### src/hw/rtl/etcb_pkg.sv
// ----------------------------------------------------------------------------
// etcb_pkg
// Types, constants and tables shared by the placement transform and binner.
// ----------------------------------------------------------------------------
package etcb_pkg;

   localparam int CORDIC_STEPS = 16;
   localparam int ATAN_ENTRIES = 24;
   localparam int NSTEPS = (CORDIC_STEPS > ATAN_ENTRIES) ? ATAN_ENTRIES : CORDIC_STEPS;

   localparam int ROT_W = 34;

   localparam logic signed [ROT_W-1:0] PI_Q28      = 34'sd843314857;
   localparam logic signed [ROT_W-1:0] TWO_PI_Q28  = 34'sd1686629713;
   localparam logic signed [ROT_W-1:0] HALF_PI_Q28 = 34'sd421657428;
   localparam logic signed [ROT_W-1:0] GAIN_Q30    = 34'sd652032874;

   typedef enum logic [2:0] {
      CSR_MIN_X = 3'd0,
      CSR_MIN_Y = 3'd1,
      CSR_MAX_X = 3'd2,
      CSR_MAX_Y = 3'd3
   } csr_index_type;

   typedef struct packed {
      logic signed [15:0] angle_x;
      logic signed [15:0] angle_y;
      logic signed [15:0] angle_z;
      logic        [15:0] scale_factor;
      logic signed [31:0] offset_x;
      logic signed [31:0] offset_y;
      logic signed [31:0] offset_z;
      logic signed [31:0] origin_x;
      logic signed [31:0] origin_y;
      logic signed [31:0] origin_z;
   } req_type;

   typedef struct packed {
      logic signed [31:0] world_x;
      logic signed [31:0] world_y;
      logic signed [31:0] world_z;
      logic signed [11:0] cell_x;
      logic signed [11:0] cell_y;
      logic               in_region;
   } rsp_type;

   typedef struct packed {
      logic signed [ROT_W-1:0] x;
      logic signed [ROT_W-1:0] y;
      logic signed [ROT_W-1:0] t;
      logic                    flip;
   } rot_type;

   typedef struct packed {
      logic [2:0][36:0] loc;
      logic [2:0][31:0] origin;
   } side_type;

   function automatic logic signed [ROT_W-1:0] atan_q28(input logic [4:0] idx);
      logic signed [ROT_W-1:0] r;
      case (idx)
         5'd0:    r = 34'sd210828714;
         5'd1:    r = 34'sd124459457;
         5'd2:    r = 34'sd65760959;
         5'd3:    r = 34'sd33381290;
         5'd4:    r = 34'sd16755422;
         5'd5:    r = 34'sd8385879;
         5'd6:    r = 34'sd4193963;
         5'd7:    r = 34'sd2097109;
         5'd8:    r = 34'sd1048571;
         5'd9:    r = 34'sd524287;
         5'd10:   r = 34'sd262144;
         5'd11:   r = 34'sd131072;
         5'd12:   r = 34'sd65536;
         5'd13:   r = 34'sd32768;
         5'd14:   r = 34'sd16384;
         5'd15:   r = 34'sd8192;
         5'd16:   r = 34'sd4096;
         5'd17:   r = 34'sd2048;
         5'd18:   r = 34'sd1024;
         5'd19:   r = 34'sd512;
         5'd20:   r = 34'sd256;
         5'd21:   r = 34'sd128;
         5'd22:   r = 34'sd64;
         5'd23:   r = 34'sd32;
         default: r = '0;
      endcase
      return r;
   endfunction

endpackage

### src/hw/rtl/etcb_cordic_stage.sv
// ----------------------------------------------------------------------------
// etcb_cordic_stage
// One registered CORDIC rotation step for one angle.
// ----------------------------------------------------------------------------
module etcb_cordic_stage (
   input  logic              clock,
   input  logic [4:0]        step_idx,
   input  etcb_pkg::rot_type rot_i,
   output etcb_pkg::rot_type rot_o
);

   etcb_pkg::rot_type             rot_ff;
   etcb_pkg::rot_type             rot_in;
   logic signed [etcb_pkg::ROT_W-1:0] dx;
   logic signed [etcb_pkg::ROT_W-1:0] dy;

   always_comb begin
      dx = rot_i.y >>> step_idx;
      dy = rot_i.x >>> step_idx;
      rot_in = rot_i;
      if (!rot_i.t[etcb_pkg::ROT_W-1]) begin
         rot_in.x = rot_i.x - dx;
         rot_in.y = rot_i.y + dy;
         rot_in.t = rot_i.t - etcb_pkg::atan_q28(step_idx);
      end else begin
         rot_in.x = rot_i.x + dx;
         rot_in.y = rot_i.y - dy;
         rot_in.t = rot_i.t + etcb_pkg::atan_q28(step_idx);
      end
   end

   always_ff @(posedge clock) begin
      rot_ff <= rot_in;
   end

   assign rot_o = rot_ff;

endmodule

### config.mk
export PLATFORM = sky130hd
export DESIGN_NAME = etcb_cordic_stage
export DESIGN_NICKNAME = d
export VERILOG_FILES = /design/src/hw/rtl/etcb_pkg.sv /design/src/hw/rtl/etcb_cordic_stage.sv
export SDC_FILE = /design/constraint.sdc
export NUM_CORES = 1
export LEC_CHECK = 0
export ABC_AREA = 1
export BUFFER_PORTS_ARGS = -buffer_cell sky130_fd_sc_hd__buf_2
export CAP_MARGIN = 20
export CORE_MARGIN = 2
export CORE_UTILIZATION = 47
export DETAILED_ROUTE_END_ITERATION = 10
export GPL_TIMING_DRIVEN = 0
export PLACE_DENSITY = 0.68
export SLEW_MARGIN = 30
export SYNTH_ARGS = -nofsm -noshare
export SYNTH_HDL_FRONTEND = slang
export SYNTH_SLANG_ARGS = --single-unit
### constraint.sdc
create_clock -name clock -period 7.76 [get_ports clock]
set_input_delay 1.164 -clock clock [delete_from_list [all_inputs] [get_ports clock]]
set_output_delay 1.164 -clock clock [all_outputs]
set_load 0.1 [all_outputs]
* After elaboration in Yosys (flattened, before gate mapping) *
Memories as Yosys holds them, arrays and structs flattened.
Cells that the tools add are included.

storage, ports and cells
  memory bits (read-only) = 1792
  register bits after elaboration = 103
  word-level logic and storage cells = 17
  memories kept = 2
  input bits = 109
  output and inout bits = 103

operators by class
  mux-type cells = 3
  shift-type cells = 2
  add/subtract/negate cells = 6

memories
  memory           words  bits a word  rd ports  clocked after memory_dff  wr ports  RTL line        RTL
  (no name shown)  32     28           1         0                         0         etcb_pkg.sv:61  case (idx)
  (no name shown)  32     28           1         0                         0         etcb_pkg.sv:61

operators with widths
  kind              count
  $add A34 B34 Y34  3
  $mux W102         1
  $sub A34 B34 Y34  3
  $mux W34          2
  $sshr A34 B5 Y34  2

* Logic depth before layout (Yosys ltp) *
Gate-level depths: netlist (run 1).
An unclocked memory read counts as a cell.

  depth after elaboration = 4
  depth in mapped cells = 35
  gate-level depth less buffers = 33

* Worst setup path after synthesis (run 1) *
No wires, ideal clock.

  kind = input to register
  from = input port step_idx[0]
  to = register rot_ff (netlist bit rot_o[28])
  path slack = 3002 ps
  buffers on the path = 3
  required time = 7688 ps
  cell stages on the path = 31
  arrival time = 4685 ps
  cells stage by stage = buf_4 > inv_2 > buf_6 > buf_6 > ha_1 > inv_1 > nand2_1 > nand3_1 > o211ai_1 > nand2_1 > inv_1 > nand3_2 > inv_1 > nand2_1 > nor2_1 > nand3_1 > nor3_1 > nand3_1 > nand3_1 > nand2_1 > ha_1 > a21oi_1 > o21ai_0 > a21oi_1 > nand2_1 > a21oi_1 > o21ai_0 > nand2_1 > nand2_1 > a21oi_1 > xnor2_1

RTL lines
  what                  RTL line                 RTL
  from (decl)           etcb_cordic_stage.sv:7   input logic [4:0] step_idx,
  to (signal assigned)  etcb_cordic_stage.sv:33  rot_ff <= rot_in;
  to (decl)             etcb_cordic_stage.sv:12  etcb_pkg::rot_type rot_ff;

==> results of run 1 <==
## how the worst max path moves through the flow
stage	cells past startpoint	to	from
after detailed placement	22	rot_o[25]	step_idx[1]
after global routing	22	rot_o[25]	step_idx[1]
final	22	rot_o[25]	step_idx[1]
after global placement	22	rot_o[25]	step_idx[1]
after floorplan	31	rot_o[28]	step_idx[0]
after CTS	22	rot_o[25]	step_idx[1]
## final cells by class
| type | count | share of cell area |
|---|---|---|
| tap | 390 | 0.03027 |
| antenna | 1 | 0.0001552 |
| sequential | 103 | 0.1279 |
| buffer | 80 | 0.02740 |
| clock buffer | 10 | 0.01482 |
| inverter | 239 | 0.05565 |
| multi-input combinational | 2036 | 0.6766 |
| clock inverter | 6 | 0.002639 |
| timing repair buffer | 208 | 0.06458 |
## power groups by stage
stage                     Combinational (mW)  Clock (mW)  Sequential (mW)
after floorplan                         1.08           0             2.49
after global placement                  3.39           0            0.812
after detailed placement                3.41           0            0.823
after CTS                               3.42       0.470            0.815
after global routing                    3.63       0.483            0.834
final                                   3.45       0.463            0.814
## cell families (layout without fill, tap and decap cells)
group | count (synthesis) | count (layout)
other | 0 | 1
XOR/XNOR | 159 | 159
flip-flops | 103 | 103
adder cells (fa/ha/maj) | 113 | 113
AND/OR/NAND/NOR | 1466 | 1466
buffers and inverters | 319 | 543
AO/OA/AOI/OAI | 298 | 298
## routing by layer
| metal | wire length [um] | global-route usage | vias to the layer above |
|---|---|---|---|
| met2 | 29060 | 0.6572 | 1003 |
| met4 | 3654 | 0.2127 | 0 |
| li1 | - | - | 8510 |
| met5 | 0 | 0 | - |
| met1 | 25920 | 0.4869 | 8179 |
| met3 | 6308 | 0.1029 | 212 |
## cells in the final DEF, fill, tap and decap left out, drive strengths merged, types with 5 or more instances in the layout
| master | n |
|---|---|
| nand2 | 812 |
| nand3 | 382 |
| buf | 268 |
| inv | 240 |
| nor2 | 218 |
| a21oi | 138 |
| ha | 110 |
| xor2 | 108 |
| dfxtp | 103 |
| o21ai | 94 |
| xnor2 | 51 |
| clkbuf | 30 |
| nand4 | 24 |
| a31oi | 19 |
| nor3 | 18 |
| o211ai | 12 |
| o21a | 11 |
| nand3b | 7 |
| o31ai | 5 |
| a21o | 5 |
| a21boi | 5 |
## critical path: stages
cell and delay (ns):
buf_2 0.14, buf_2 0.16, nor2_2 0.50, inv_1 0.31, a21oi_1 0.35, nand3_1 0.27
ha_1 0.39, inv_1 0.15, nand2_1 0.08, xor2_1 0.22, ha_1 0.37, nand3_1 0.10
nand2_1 0.09, a21oi_1 0.28, o21ai_0 0.25, a21boi_0 0.73, inv_1 0.11, nand2_1 0.09
nand2_1 0.09, a21boi_0 0.33, o21ai_0 0.15, xor2_1 0.16
==> impl_metrics.toml, run 1 <==
[floorplan]
fp.dieW_um = 178.5
io_pins = 212
dieArea_um2 = 31850
die_h_um = 178.5
rows = 63
core_um2 = 29800
initial_utilization = 0.4801

[timing]
fin_tns_setup_ns = 0
rsz0062_at_grt = "no"
maxSlewHeadroom = 0.2631
period_needed_ns = 6.214
hold_violations = 0
worst_hold_slack_ns = 0.8670
worst_slack_ns = 1.546
min_period_over_period = 0.8008
setup_viol = 0
maxSlewViolCount = 0
tightest_slew_ns = 1.105
max_freq_ghz = 0.1609

[finish]
fillers = 3162
stdcell_count = 3073
multi_input_area_um2 = 10910
register_area_um2 = 2062
largest_reg_flops = 103
layout-drive-gt1-share = 0.1372
layout.nets = 2899
fin_util = 0.5410
area_growth_pct = 12.68
final_cell_area_um2 = 16120

[power_and_ir_drop]
cellPowerDensity_nw_per_um2 = 293.4
intPower_mw = 1.646
switchingPower_mw = 3.084
p_seq_frac = 0.172
totalPowerFinal_mw = 4.730
p_sw_frac = 0.6521
combPwrFrac = 0.730
ir_drop_uv = 315.7
clockPowerShare = 0.098
p_leak_nw = 8.528

[detailed_routing]
post_drt_wl_per_cell_um = 21.13
routed_wl_mm = 64.94
ant_nets = 0
drt_iter0_drc = 1917
vias = 17900
first_pass_iters = 6
via_per_inst = 5.826
drc_errors = 0

[global_route]
first_global_vias = 17070
grt-ovfl-total = 0
grt_usage = 0.4034
grt_max_degree = 18
grt_pass1_wl_mm = 96.19
grt_antenna_before_repair = 0

[status]
status = "finished, final reports clean"

[cts]
cts_buffers = 9
cts_tree = "yes"
post_cts_resized = 0
holdBufCountCts = 0
clock_sinks = 103
clk_pin_slew_ns = 0.07
clk_path_buf_depth = 2
cts_root_buffer = "clkbuf_16"
cts_setup_buffers = 0
htreeDepth = 3

[placement]
portBuffers = 208
routabilityCongestion = 1.094
pre_cts_slack_ns = 1.463
dp_cells = 3056
dpl.hpwl_mm = 53.56
dpl_cell_area_um2 = 15840

[synthesis]
yosys.cell_count.top_type = "nand2_1"
ys_warn_count = 0
synthXorXnorAreaFrac = 0.09734
synth_cells = 2458
synth_cell_type_count = 48
async_flop_share = 0
synth_compound_area_frac = 0.1178
synth-adder-area-share = 0.1004
syn-cell-area_um2 = 14310
synth_seq_cells = 103
synthTopCellsByCount = "nand2_1, nand3_1, inv_1, nor2_1, a21oi_1"
synthTopCellsByArea = "nand2_1, dfxtp_1, nand3_1"
syn_area_per_cell_um2 = 5.820
yosys_most_used_dff = "dfxtp_1"
synth_top_family_by_area = "simple AND/OR/NAND/NOR gates"
ys_seq_area_frac = 0.1441
syn_nets = 2680
synthSimpleGateAreaFrac = 0.4468
netlist.area_leader.share = 0.2047
synth_edf_count = 0
muxShareOfSynthArea = 0
yosysTopAreaCell = "nand2_1"

[critical_path]
worstSetupStartpointType = "input port"
timing_worst_setup_path_type = "input port to register"
cp-end-kind = "register"
worstPathArrival_ns = 6.50
required_ns = 8.04
critPathMaxFanout = 10

[hold_path]
min_path_type = "input port to register"
hold_end = "rot_o[0]"
min_from = "rot_i[0]"
hold_depth = 1

[job]
drv_cap = 0
No activity file was read; power rests on OpenSTA's default activity.
==> inputs of run 2 (changes only) <==
clock period = 6.05 ns   (was 7.76 ns; I/O delays follow)
==> impl_metrics.toml, run 2 (synthesis results as in run 1) <==
[detailed_routing]
drt_iter0_drc = 1922
drc_errors = 0
ant_nets = 0
routed_wl_mm = 64.91
post_drt_wl_per_cell_um = 21.11
via_per_inst = 5.825
vias = 17910
first_pass_iters = 6

[power_and_ir_drop]
intPower_mw = 2.111
p_leak_nw = 8.528
cellPowerDensity_nw_per_um2 = 376.1
p_sw_frac = 0.6519
ir_drop_uv = 404.9
clockPowerShare = 0.098
switchingPower_mw = 3.954
p_seq_frac = 0.172
combPwrFrac = 0.730

[floorplan]
io_pins = 212
die_h_um = 178.5
core_um2 = 29800
dieArea_um2 = 31850
rows = 63
fp.dieW_um = 178.5
initial_utilization = 0.4801

[cts]
htreeDepth = 3
clk_pin_slew_ns = 0.07
cts_buffers = 9
clk_path_buf_depth = 2
post_cts_resized = 0
cts_root_buffer = "clkbuf_16"
cts_tree = "yes"
holdBufCountCts = 0
cts_setup_buffers = 0
clock_sinks = 103

[finish]
largest_reg_flops = 103
layout-drive-gt1-share = 0.1372
area_growth_pct = 12.70
final_cell_area_um2 = 16120
stdcell_count = 3074
layout.nets = 2899
layout_common_cells = "nand2_1, nand3_1, buf_2"
fillers = 3162
layout_commonest_cell = "nand2_1"

[status]
status = "finished, final reports clean"

[global_route]
grt_pass1_wl_mm = 96.19
grt-ovfl-total = 0
busiest_layer = "met2"
grt_max_degree = 18
grt_usage = 0.4034
met3_usage = 0.1029
first_global_vias = 17070
grt_util_met1 = 0.4869
grt_antenna_before_repair = 0
use_met2 = 0.6572

[critical_path]
required_ns = 6.33
worstSetupStartpointType = "input port"
cp-end-kind = "register"
worstPathArrival_ns = 5.99
timing_worst_setup_path_type = "input port to register"
critPathMaxFanout = 10

[timing]
period_needed_ns = 5.715
worst_hold_slack_ns = 0.6108
maxSlewViolCount = 0
setup_viol = 0
maxSlewHeadroom = 0.2635
min_period_over_period = 0.9447
fin_tns_setup_ns = 0
worst_slack_ns = 0.3345
max_freq_ghz = 0.1750
tightest_slew_ns = 1.105
hold_violations = 0
rsz0062_at_grt = "no"

[placement]
dp_cells = 3056
portBuffers = 208
dpl_cell_area_um2 = 15840
dpl.hpwl_mm = 53.56
pre_cts_slack_ns = 0.009937
routabilityCongestion = 1.094

[hold_path]
min_path_type = "input port to register"

[job]
drv_cap = 0
run 2: cell types whose count changed in the layout (fill, tap and decap cells not counted):
cell      change
a21boi_0      -1
a21boi_1      +1
diode_2       +1
run 2: cell type report:
| class | count | area [um2] | area share |
|---|---|---|---|
| multi-input cells | 2036 | 10910 | 0.6765 |
| flip-flops and latches | 103 | 2062 | 0.1279 |
| repair buffers | 208 | 1041 | 0.06457 |
| inverters | 239 | 897.1 | 0.05564 |
| well taps | 390 | 488.0 | 0.03027 |
| plain buffers | 80 | 441.7 | 0.02739 |
| clock buffers | 10 | 239.0 | 0.01482 |
| clock inverters | 6 | 42.54 | 0.002639 |
| diodes | 2 | 5.005 | 0.0003104 |
run 2: path summary, 6_finish.rpt:
check        start         to  slack (ns)  cells past startpoint
max    step_idx[1]  rot_o[25]        0.33                     22
min       rot_i[0]   rot_o[0]        0.61                      1
run 2: per-stage QoR:
stage / utilization / total power [mW]
2_1_floorplan: - / 4.587
3_5_place_dp: 0.5315 / 5.424
3_3_place_gp: 0.5315 / 5.396
6_report: 0.5411 / 6.065
5_1_grt: 0.5409 / 6.343
4_1_cts: 0.5409 / 6.032
run 2: worst max-delay path, stage by stage:
cell and delay [ns]:
buf_2 0.14, buf_2 0.16, nor2_2 0.49, inv_1 0.30, a21oi_1 0.35, nand3_1 0.28
ha_1 0.39, inv_1 0.15, nand2_1 0.08, xor2_1 0.22, ha_1 0.37, nand3_1 0.10
nand2_1 0.09, a21oi_1 0.28, o21ai_0 0.25, a21boi_1 0.51, inv_1 0.09, nand2_1 0.08
nand2_1 0.10, a21boi_0 0.33, o21ai_0 0.15, xor2_1 0.16
run 2: layer usage:
layer  up-vias  share of wire
met5         -              0
met4         0          0.057
met3       217          0.099
met1      8172           0.40
li1       8508              -
met2      1010           0.45
run 2: power by group through the flow:
stage	registers, mW	clock network (mW)	logic (mW)
finish	1.04	0.592	4.43
global route	1.07	0.619	4.65
CTS	1.05	0.603	4.38
detailed placement	1.06	0	4.37
global placement	1.04	0	4.35
floorplan	3.20	0	1.39
